[config.mk]
export PLATFORM = sky130hd
export DESIGN_NAME = pulse_start_and_width_finder
export DESIGN_NICKNAME = d
export VERILOG_FILES = /design/src/rtl/pswf_pkg.sv /design/src/rtl/pulse_start_and_width_finder.sv /design/src/rtl/pswf_zcount.sv
export VERILOG_INCLUDE_DIRS = /design/src /design/src/rtl
export SDC_FILE = /design/constraint.sdc
export NUM_CORES = 1
export LEC_CHECK = 0
export BUFFER_PORTS_ARGS = -buffer_cell sky130_fd_sc_hd__buf_2
export CORE_UTILIZATION = 31
export CTS_BUF_LIST = sky130_fd_sc_hd__clkbuf_16
export DETAILED_ROUTE_END_ITERATION = 16
export PLACE_DENSITY_LB_ADDON = 0.3
export SLEW_MARGIN = 20
export SYNTH_ARGS = -nofsm -noshare
export SYNTH_HDL_FRONTEND = slang
export SYNTH_HIERARCHICAL = 1
export SYNTH_SLANG_ARGS = --single-unit
[constraint.sdc]
create_clock -name clk -period 4.1 [get_ports clk]
set_input_delay 0.41 -clock clk [delete_from_list [all_inputs] [get_ports clk]]
set_output_delay 0.41 -clock clk [all_outputs]
set_load 0.05 [all_outputs]
[src/rtl/pulse_start_and_width_finder_macros.svh]
// Assertion macros for the pulse start and width finder.
// Define ASSERT_OFF to compile the checks out.
`ifndef PULSE_START_AND_WIDTH_FINDER_MACROS_SVH
`define PULSE_START_AND_WIDTH_FINDER_MACROS_SVH

`ifndef ASSERT_OFF

// Antecedent in this cycle implies consequent in the same cycle.
`define PSWF_ASSERT_SAME(label, clk, rst_n, ante, cons) \
    label: assert property (@(posedge clk) disable iff (!rst_n) (ante) |-> (cons)) \
        else $error("pulse finder check failed");

// Antecedent in this cycle implies consequent in the next cycle.
`define PSWF_ASSERT_NEXT(label, clk, rst_n, ante, cons) \
    label: assert property (@(posedge clk) disable iff (!rst_n) (ante) |=> (cons)) \
        else $error("pulse finder check failed");

`else

`define PSWF_ASSERT_SAME(label, clk, rst_n, ante, cons)
`define PSWF_ASSERT_NEXT(label, clk, rst_n, ante, cons)

`endif

`endif

[src/rtl/pswf_pkg.sv]
`timescale 1ns / 1ps

package pswf_pkg;

    // Samples per timing word
    localparam int WORD_BITS      = 32;
    // Zero counts run 0..32
    localparam int ZCNT_BITS      = 6;
    // Reported count fields
    localparam int FIELD_BITS     = 12;
    // Default counter width
    localparam int COUNT_BITS_DEF = 12;
    // Output tdata: start, width, seen, padded to whole bytes
    localparam int RESULT_BITS    = 2 * FIELD_BITS + 1;
    localparam int OUT_DATA_BITS  = ((RESULT_BITS + 7) / 8) * 8;

    typedef struct packed {
        logic [ZCNT_BITS-1:0] lead;   // zeros above the highest set bit
        logic [ZCNT_BITS-1:0] trail;  // zeros below the lowest set bit
    } zcount_t;

endpackage

[src/rtl/pulse_start_and_width_finder.sv]
`timescale 1ns / 1ps
`include "pulse_start_and_width_finder_macros.svh"

// Pulse start and width finder. Each request on the slave stream is one 32-bit
// timing word (MSB earliest) with tlast marking the final word of an event.
// Before the pulse, words add their leading zeros to the start count; the first
// nonzero word opens the width, and later words add 32 minus their trailing
// zeros. On the last word one result (start, width, seen) is sent on the master
// stream and the counters clear. It takes one word per clock while not stalled;
// a result passes the input register, then the result register. The single loop
// is the counter update, one zero-count encode plus a saturating add per cycle.
// The input stalls only when a last word finds the result register still held.
module pulse_start_and_width_finder
    import pswf_pkg::*;
#(
    parameter int COUNT_BITS = COUNT_BITS_DEF
)
(
    input  logic                     clk,
    input  logic                     rst_n,
    input  logic                     s_axis_tvalid,
    output logic                     s_axis_tready,
    input  logic [WORD_BITS-1:0]     s_axis_tdata,   // [31:0] sample_word
    input  logic                     s_axis_tlast,   // last_word
    output logic                     m_axis_tvalid,
    input  logic                     m_axis_tready,
    // [11:0] pulse_start, [23:12] pulse_width, [24] pulse_seen, rest zero
    output logic [OUT_DATA_BITS-1:0] m_axis_tdata
);

    localparam logic [COUNT_BITS-1:0] COUNT_MAX = '1;

    // Input register
    logic                  in_valid_reg;
    logic [WORD_BITS-1:0]  in_word_reg;
    logic                  in_last_reg;

    // Event state
    logic                  seen_reg,  seen_next;
    logic [COUNT_BITS-1:0] start_reg, start_next;
    logic [COUNT_BITS-1:0] width_reg, width_next;

    // Result register
    logic                  out_valid_reg;
    logic [FIELD_BITS-1:0] out_start_reg;
    logic [FIELD_BITS-1:0] out_width_reg;
    logic                  out_seen_reg;

    zcount_t               zc;
    logic                  out_free;
    logic                  advance;
    logic                  upd_seen;
    logic [COUNT_BITS-1:0] upd_start;
    logic [COUNT_BITS-1:0] upd_width;
    logic [COUNT_BITS:0]   start_sum;
    logic [COUNT_BITS:0]   width_sum;
    logic [ZCNT_BITS-1:0]  width_inc;
    logic [COUNT_BITS+FIELD_BITS-1:0] start_ext;
    logic [COUNT_BITS+FIELD_BITS-1:0] width_ext;

    // Handshake: a word leaves the input register unless it is last and the
    // result register cannot take its result.
    assign out_free      = !out_valid_reg || m_axis_tready;
    assign advance       = in_valid_reg && (!in_last_reg || out_free);
    assign s_axis_tready = !in_valid_reg || advance;

    always_ff @(posedge clk or negedge rst_n)
    begin
        if (!rst_n)
        begin
            in_valid_reg <= 1'b0;
        end
        else if (s_axis_tready)
        begin
            in_valid_reg <= s_axis_tvalid;
        end
    end

    always_ff @(posedge clk)
    begin
        if (s_axis_tready && s_axis_tvalid)
        begin
            in_word_reg <= s_axis_tdata;
            in_last_reg <= s_axis_tlast;
        end
    end

    pswf_zcount u_zcount
    (
        .word   (in_word_reg),
        .counts (zc)
    );

    // Counter update for the registered word
    assign width_inc = ZCNT_BITS'(WORD_BITS) - (seen_reg ? zc.trail : zc.lead);
    assign start_sum = {1'b0, start_reg} + (COUNT_BITS+1)'(zc.lead);
    assign width_sum = {1'b0, width_reg} + (COUNT_BITS+1)'(width_inc);

    always_comb
    begin
        upd_seen  = seen_reg;
        upd_start = start_reg;
        upd_width = width_reg;
        if (!seen_reg)
        begin
            upd_start = start_sum[COUNT_BITS] ? COUNT_MAX : start_sum[COUNT_BITS-1:0];
            if (in_word_reg != '0)
            begin
                // first nonzero word opens the pulse
                upd_seen  = 1'b1;
                upd_width = COUNT_BITS'(width_inc);
            end
        end
        else
        begin
            upd_width = width_sum[COUNT_BITS] ? COUNT_MAX : width_sum[COUNT_BITS-1:0];
        end
    end

    // Next state: clear after the last word of an event
    always_comb
    begin
        seen_next  = seen_reg;
        start_next = start_reg;
        width_next = width_reg;
        if (advance)
        begin
            if (in_last_reg)
            begin
                seen_next  = 1'b0;
                start_next = '0;
                width_next = '0;
            end
            else
            begin
                seen_next  = upd_seen;
                start_next = upd_start;
                width_next = upd_width;
            end
        end
    end

    always_ff @(posedge clk or negedge rst_n)
    begin
        if (!rst_n)
        begin
            seen_reg  <= 1'b0;
            start_reg <= '0;
            width_reg <= '0;
        end
        else
        begin
            seen_reg  <= seen_next;
            start_reg <= start_next;
            width_reg <= width_next;
        end
    end

    // Reported fields are the low bits of the counters
    assign start_ext = {{FIELD_BITS{1'b0}}, upd_start};
    assign width_ext = {{FIELD_BITS{1'b0}}, upd_width};

    // Result register
    always_ff @(posedge clk or negedge rst_n)
    begin
        if (!rst_n)
        begin
            out_valid_reg <= 1'b0;
        end
        else if (out_free)
        begin
            out_valid_reg <= advance && in_last_reg;
        end
    end

    always_ff @(posedge clk)
    begin
        if (advance && in_last_reg)
        begin
            out_start_reg <= start_ext[FIELD_BITS-1:0];
            out_width_reg <= width_ext[FIELD_BITS-1:0];
            out_seen_reg  <= upd_seen;
        end
    end

    assign m_axis_tvalid = out_valid_reg;
    assign m_axis_tdata  = {(OUT_DATA_BITS-RESULT_BITS)'(0),
                            out_seen_reg, out_width_reg, out_start_reg};

    // Checks
    `PSWF_ASSERT_SAME(a_no_width_unseen, clk, rst_n, out_valid_reg && !out_seen_reg, out_width_reg == '0)
    `PSWF_ASSERT_NEXT(a_clear_after_last, clk, rst_n, advance && in_last_reg, !seen_reg && start_reg == '0 && width_reg == '0)
    `PSWF_ASSERT_NEXT(a_last_held, clk, rst_n, in_valid_reg && in_last_reg && !out_free, in_valid_reg && in_last_reg)
    `PSWF_ASSERT_SAME(a_seen_needs_word, clk, rst_n, $rose(seen_reg), $past(in_word_reg) != '0)

endmodule

[src/rtl/pswf_zcount.sv]
`timescale 1ns / 1ps

// Leading and trailing zero counts of one timing word; 32 for a zero word.
module pswf_zcount
    import pswf_pkg::*;
(
    input  logic [WORD_BITS-1:0] word,
    output zcount_t              counts
);

    // Leading zeros: highest set bit wins
    always_comb
    begin
        counts.lead = ZCNT_BITS'(WORD_BITS);
        for (int i = 0; i < WORD_BITS; i++)
        begin
            if (word[i])
            begin
                counts.lead = ZCNT_BITS'(WORD_BITS - 1 - i);
            end
        end
    end

    // Trailing zeros: lowest set bit wins
    always_comb
    begin
        counts.trail = ZCNT_BITS'(WORD_BITS);
        for (int i = WORD_BITS - 1; i >= 0; i--)
        begin
            if (word[i])
            begin
                counts.trail = ZCNT_BITS'(i);
            end
        end
    end

endmodule
==> impl_metrics.tcl, run 1 <==
set metrics [dict create \
    dr.pass1.iters 4 \
    drt.antenna.violating_nets 0 \
    critical_path_depth 15 \
    multiInputGateArea_um2 2760 \
    cts_made_buffers 9 \
    fin_cells 831 \
    crit_start "in_word_reg[2]" \
    ys_seq_area_share_pct 45.7 \
    syn_avg_cell_area_um2 10.5 \
    ys_types 80 \
    clockBufferDepth 2 \
    drtIter0Drc 256 \
    drt-wirelength-per-cell_um 15.8 \
    worst_pin_slew_ns 0.795 \
    grt_max_degree 34 \
    crit_end "out_width_reg[1]" \
    num_antenna_cells 0 \
    cts-root-buf "clkbuf_16" \
    die_area_um2 17600 \
    cpPeakStageDelay_ns 0.48 \
    gp_congestion 0.891 \
    synth_cells 502 \
    p_leak_nw 2.54 \
    area_growth_pct 23.0 \
    mostFrequentLayoutCell "buf_2" \
    relSlewSlack_pct 46.9 \
    peakVddDrop_uv 243 \
    synth_top_flop_cell "edfxtp_1" \
    seqCellArea_um2 2420 \
    hold_ws_ns 0.112 \
    portBuffers 63 \
    n_fill_cell 1621 \
    crit_chain "o31a_1 > nor4b_2 > o21ai_0 > a31oi_1 > buf_4 > mux2i_1 > ha_1 > o21ai_0 > xnor2_1 > ha_1 > a211o_1 > a31oi_4 > o21ai_1 > or2_1 > and2_1" \
    finalSetupViolations 0 \
    cts_tree "done" \
    cp_data_arrival_time_ns 3.97 \
    antenna_found_initial 0 \
    r2r-end "out_width_reg[1]" \
    clk_pin_slew_ns 0.06 \
    drive_above_1_share_pct 28.0 \
    start_util_pct 31.8 \
    largest_register_ffs 32 \
    grt_pass1_wl_mm 21.8 \
    critPathKind "reg -> reg" \
    htree_levels 3 \
    post-route-period-util_pct 94.4 \
    critical-path-top-delay-family "compound AO/OA/AOI/OAI gates" \
    nNetsFinal 658 \
    core_um2 16600 \
    timing.fmax_ghz 0.258 \
    fin_crit_ns 3.87 \
    overflow 0 \
    startpoint_type "flop" \
    slew_violations 0 \
    dp_hpwl_mm 9.64 \
    drc 0 \
    die-height_um 133 \
    cp-end-kind "flop" \
    cts.sinks 85 \
    final_cell_mix "buf_2 (63), edfxtp_1 (58), buf_4 (46)" \
    yosys_warnings 6 \
    post-route-util_pct 39.1 \
    vias 4385 \
    cap_violations 0 \
    power_mw 2.72 \
    hold_viol_final 0 \
    fin_skew_ns 0.00868 \
    status "finished clean" \
    cp_slowest_cell "edfxtp_1" \
    fp.dieW_um 133 \
    power_density_nw_per_um2 419 \
    grt_pass1_vias 4383 \
    path_max_fanout 6 \
    r2r_slack_ns 0.23 \
    worstPathRequired_ns 4.20 \
    async_flop_share_pct 31.8 \
    r2r_cells 15 \
    syn_area_um2 5290 \
    routed_wl_mm 13.2 \
    synth_edf_count 58 \
    grt_util_all_layers_pct 15.8 \
    core.rowCount 47 \
    ios 71 \
    reg2reg_from "in_word_reg[2]" \
    clock_latency_ns 0.35 \
    synth-seq-cells 85 \
    crit_buf_inv 1 \
    hold_path.class "in -> async" \
    viasPerCell 5.28 \
    cts_hold_buf 0 \
    dp.cells 808 \
]
kinds of logic (layout without fill, tap and decap cells):
kind of cell             after synthesis  in the layout  share of synthesized area, %
AND/OR/NAND/NOR                      168            168                          20.1
AO/OA/AOI/OAI                        160            160                          21.2
flip-flops                            85             85                          45.7
buffers and inverters                 44            147                          3.90
XOR/XNOR                              16             16                          2.65
adder cells (fa/ha/maj)               15             15                          3.83
multiplexers                          13             13                          2.58
other                                  1              7                        0.0709
synth_stat cells (6+ instances only):
master	number	area, µm²
clkbuf_1	6	22.5
a21oi_1	35	175
buf_4	9	67.6
nor4_1	6	37.5
o21ai_1	6	30.0
ha_1	13	163
nand2b_1	6	37.5
nand2_1	36	135
dfrtp_1	27	676
a31oi_1	6	37.5
o31ai_1	6	45.0
xor2_1	6	52.6
inv_1	22	82.6
nor4_4	8	170
edfxtp_1	58	1740
o211ai_1	10	75.1
xnor2_1	10	87.6
nor3_1	14	70.1
nor2_1	36	135
mux2i_1	8	80.1
o21ai_0	34	170
nand3_1	17	85.1
buf_2	6	30.0
per-stage QoR:
| step | TNS, ns | worst slack [ns] | cell area [µm²] |
|---|---|---|---|
| after floorplan | 0 | 0.430 | 5310 |
| after global placement | 0 | 0.146 | 6070 |
| after detailed placement | 0 | 0.00772 | 6070 |
| after CTS | 0 | 0.124 | 6390 |
| after global routing | -0.0892 | -0.0370 | 6510 |
| final | 0 | 0.230 | 6510 |
how the worst min path moves through the flow:
stage,startpoint,endpoint,slack [ns],cells past startpoint
floorplan,rst_n,in_valid_reg,0.11,0
global placement,rst_n,start_reg[9],0.49,1
detailed placement,rst_n,start_reg[9],0.50,1
CTS,rst_n,start_reg[8],0.12,1
global route,rst_n,start_reg[8],0.15,1
finish,rst_n,start_reg[8],0.11,1
layer usage:
| layer | global-route usage (%) | part of all wire [%] | vias up |
|---|---|---|---|
| met5 | 0 | 0 | - |
| met1 | 19.4 | 44 | 2079 |
| met4 | 8.30 | 2.9 | 0 |
| met3 | 3.98 | 5.6 | 29 |
| met2 | 25.5 | 48 | 143 |
| li1 | - | - | 2134 |
power breakdown:
part	switching (mW)	leakage (nW)	internal, mW	total (mW)
sequential	0.0687	0.925	1.02	1.09
combinational	0.502	1.46	0.284	0.786
clock	0.325	0.155	0.525	0.850
final cells by class:
type / instances / share of cell area [%]
multi-input cells: 379 / 42.4
repair buffers: 109 / 10.2
flip-flops and latches: 85 / 37.2
inverters: 22 / 1.27
well taps: 220 / 4.23
clock inverters: 7 / 1.29
clock buffers: 9 / 3.46
what timing repair did:
item	CTS	global route
setup buffers	0	7
endpoints found under the setup margin	1	23
pin swaps	0	3
endpoints found under the hold margin	0	0
gates resized for setup	1	13
(Power assumes the default switching activity.)
==> run 2, diff against run 1 <==
Settings changed: ABC_AREA set to 1.
==> impl_metrics.tcl, run 2 <==
set metrics [dict create \
    fin_area_um2 6450 \
    cts_tree "done" \
    syn_area_um2 5310 \
    fp.dieW_um 133 \
    fin_skew_ns 0.00828 \
    synth_top_area_cell "edfxtp_1" \
    grt_util_all_layers_pct 13.9 \
    synth_top_area_share_pct 32.8 \
    grt_max_degree 34 \
    dp_hpwl_mm 8.22 \
    drive_above_1_share_pct 24.1 \
    synth_cells 702 \
    synth-seq-cells 85 \
    critical_path_depth 44 \
    worstPathRequired_ns 4.19 \
    worst_pin_slew_ns 0.668 \
    overflow 0 \
    fin_cells 1009 \
    num_antenna_cells 0 \
    dr.pass1.iters 4 \
    cpPeakStageDelay_ns 0.42 \
    yosys_warnings 6 \
    portBuffers 63 \
    intPower_mw 1.77 \
    drtIter0Drc 171 \
    clock_latency_ns 0.35 \
    antenna_found_initial 0 \
    power_density_nw_per_um2 426 \
    cts.sinks 85 \
    fin_crit_ns 3.78 \
    clockBufferDepth 2 \
    timing.fmax_ghz 0.265 \
    hold_viol_final 0 \
    ys_types 41 \
    final_cell_mix "nand2_1 (251), inv_1 (88), nor2_1 (67)" \
    cap_violations 0 \
    grt_pass1_wl_mm 19.5 \
    p_clk_share_pct 26.7 \
    grt_pass1_vias 4143 \
    cts-root-buf "clkbuf_16" \
    clk_pin_slew_ns 0.07 \
    drc 0 \
    core.rowCount 47 \
    synth.most_common_cell "nand2_1" \
    async_flop_share_pct 31.8 \
    relSlewSlack_pct 55.5 \
    peakVddDrop_uv 229 \
    reg2reg_from "in_word_reg[30]" \
    p_sw_share_pct 35.6 \
    area_growth_pct 21.4 \
    dp.cells 989 \
    ys_seq_area_share_pct 45.5 \
    status "finished clean" \
    r2r_cells 44 \
    p_switching_mw 0.979 \
    htree_levels 3 \
    critPathKind "reg -> reg" \
    critical-path-top-delay-family "simple AND/OR/NAND/NOR gates" \
    crit_start "in_word_reg[30]" \
    r2r_slack_ns 0.32 \
    slew_violations 0 \
    crit_buf_inv 2 \
    r2r-end "out_width_reg[4]" \
    synth_top_flop_cell "edfxtp_1" \
    start_util_pct 31.9 \
    synth_common_cells "nand2_1 (264), inv_1 (92), nor2_1 (70)" \
    finalSetupViolations 0 \
    die-height_um 133 \
    routed_wl_mm 11.6 \
    crit_end "out_width_reg[4]" \
    largest_register_ffs 32 \
    post-route-period-util_pct 92.2 \
    cts_made_buffers 9 \
    synth_area_leaders "edfxtp_1 (33%), nand2_1 (19%), dfrtp_1 (13%), inv_1 (6.5%), nor2_1 (4.9%)" \
    startpoint_type "flop" \
    synth_edf_count 58 \
    ios 71 \
    gp_congestion 0.811 \
    seqPwrFrac_pct 39.8 \
    vias 4443 \
    rsz0062_at_grt "yes" \
    cp_slowest_cell "edfxtp_1" \
    path_max_fanout 5 \
    dpl_cell_area_um2 5910 \
    syn_avg_cell_area_um2 7.56 \
    viasPerCell 4.40 \
    core_um2 16600 \
    nNetsFinal 836 \
    cp-end-kind "flop" \
    drt.antenna.violating_nets 0 \
    cp_data_arrival_time_ns 3.87 \
    p_leak_nw 3.13 \
    pwr-share-comb_pct 33.5 \
    drt-wirelength-per-cell_um 11.5 \
    mostFrequentLayoutCell "nand2_1" \
    die_area_um2 17700 \
    cp_common_cell "nand2_1" \
    hold_path.class "in -> async" \
]
run 2: changes by cell type in the layout (fill, tap and decap cells not counted), moves of 10 or more:
cell      change
o21ai_0      -20
nand2_2      +24
buf_4        -28
nand3_1      +21
inv_2        +16
o211ai_1     -10
nor2_1       +32
a21oi_1      -20
inv_1        +64
xnor2_1      -10
nor3_1       -12
nand3_2      +11
nand2_1     +216
run 2: cells by family after synthesis:
| logic type | after synthesis | synth area share (%) |
|---|---|---|
| AO/OA/AOI/OAI | 46 | 5.16 |
| flip-flops | 85 | 45.5 |
| AND/OR/NAND/NOR | 427 | 34.1 |
| adder cells (fa/ha/maj) | 15 | 3.82 |
| XOR/XNOR | 6 | 0.990 |
| other | 1 | 0.0706 |
| buffers and inverters | 122 | 10.3 |
run 2: routing by layer:
metal  routed length, µm  up-vias  GRT usage [%]
met5                   0        -              0
met2                5510       69           22.7
met1                5510     2000           18.0
met4                 199        0           5.43
met3                 422       17           3.03
li1                    -     2357              -
run 2: worst min-delay path by stage:
stage	start	slack (ns)	cells after the start	endpoint
floorplan	rst_n	0.11	0	in_valid_reg
detailed placement	rst_n	0.49	1	width_reg[8]
CTS	rst_n	0.12	1	width_reg[8]
finish	rst_n	0.09	1	width_reg[8]
global placement	rst_n	0.49	1	width_reg[8]
global route	rst_n	0.16	1	width_reg[8]
run 2: area by class of cell:
cell class | instances | area [µm²]
inverter | 105 | 427
tap | 220 | 275
clock inverter | 7 | 35.0
sequential | 85 | 2420
timing repair buffer | 81 | 450
clock buffer | 9 | 225
fill | 1737 | 10200
multi-input combinational | 502 | 2620
run 2: power by group through the flow:
stage	Combinational [mW]	Clock (mW)	Sequential, mW
2_1_floorplan	0.521	0	1.18
4_1_cts	0.784	0.756	1.09
3_5_place_dp	0.779	0	1.10
3_3_place_gp	0.776	0	1.10
6_report	0.920	0.734	1.09
5_1_grt	1.03	0.789	1.11
run 2: what timing repair did:
item | 4_1_cts | 5_1_grt
gates resized for setup | 1 | 60
endpoints found under the setup margin | 10 | 25
pin swaps | 0 | 21
hold buffers | 0 | 0
setup buffers | 0 | 3
endpoints found under the hold margin | 0 | 0
gates cloned | 0 | 1
run 2: worst register-to-register path: cells and delay by family (launching register included):
family	cells	cell delay, ns
AND/OR/NAND/NOR	36	2.06
buffers and inverters	2	0.12
XOR/XNOR	1	0.20
adder cells (fa/ha/maj)	2	0.44
flip-flops	1	0.42
AO/OA/AOI/OAI	3	0.30
run 2: stage by stage:
step	setup TNS (ns)	utilization, %	hold WS [ns]	setup slack (ns)	power [mW]
global route	-2.31	38.7	0.157	-0.138	2.92
CTS	0	37.1	0.118	0.00101	2.63
detailed placement	-0.0788	35.5	0.492	-0.0319	1.88
floorplan	0	-	0.114	0.427	1.70
global placement	0	35.5	0.488	0.0289	1.88
finish	0	38.7	0.0908	0.321	2.75
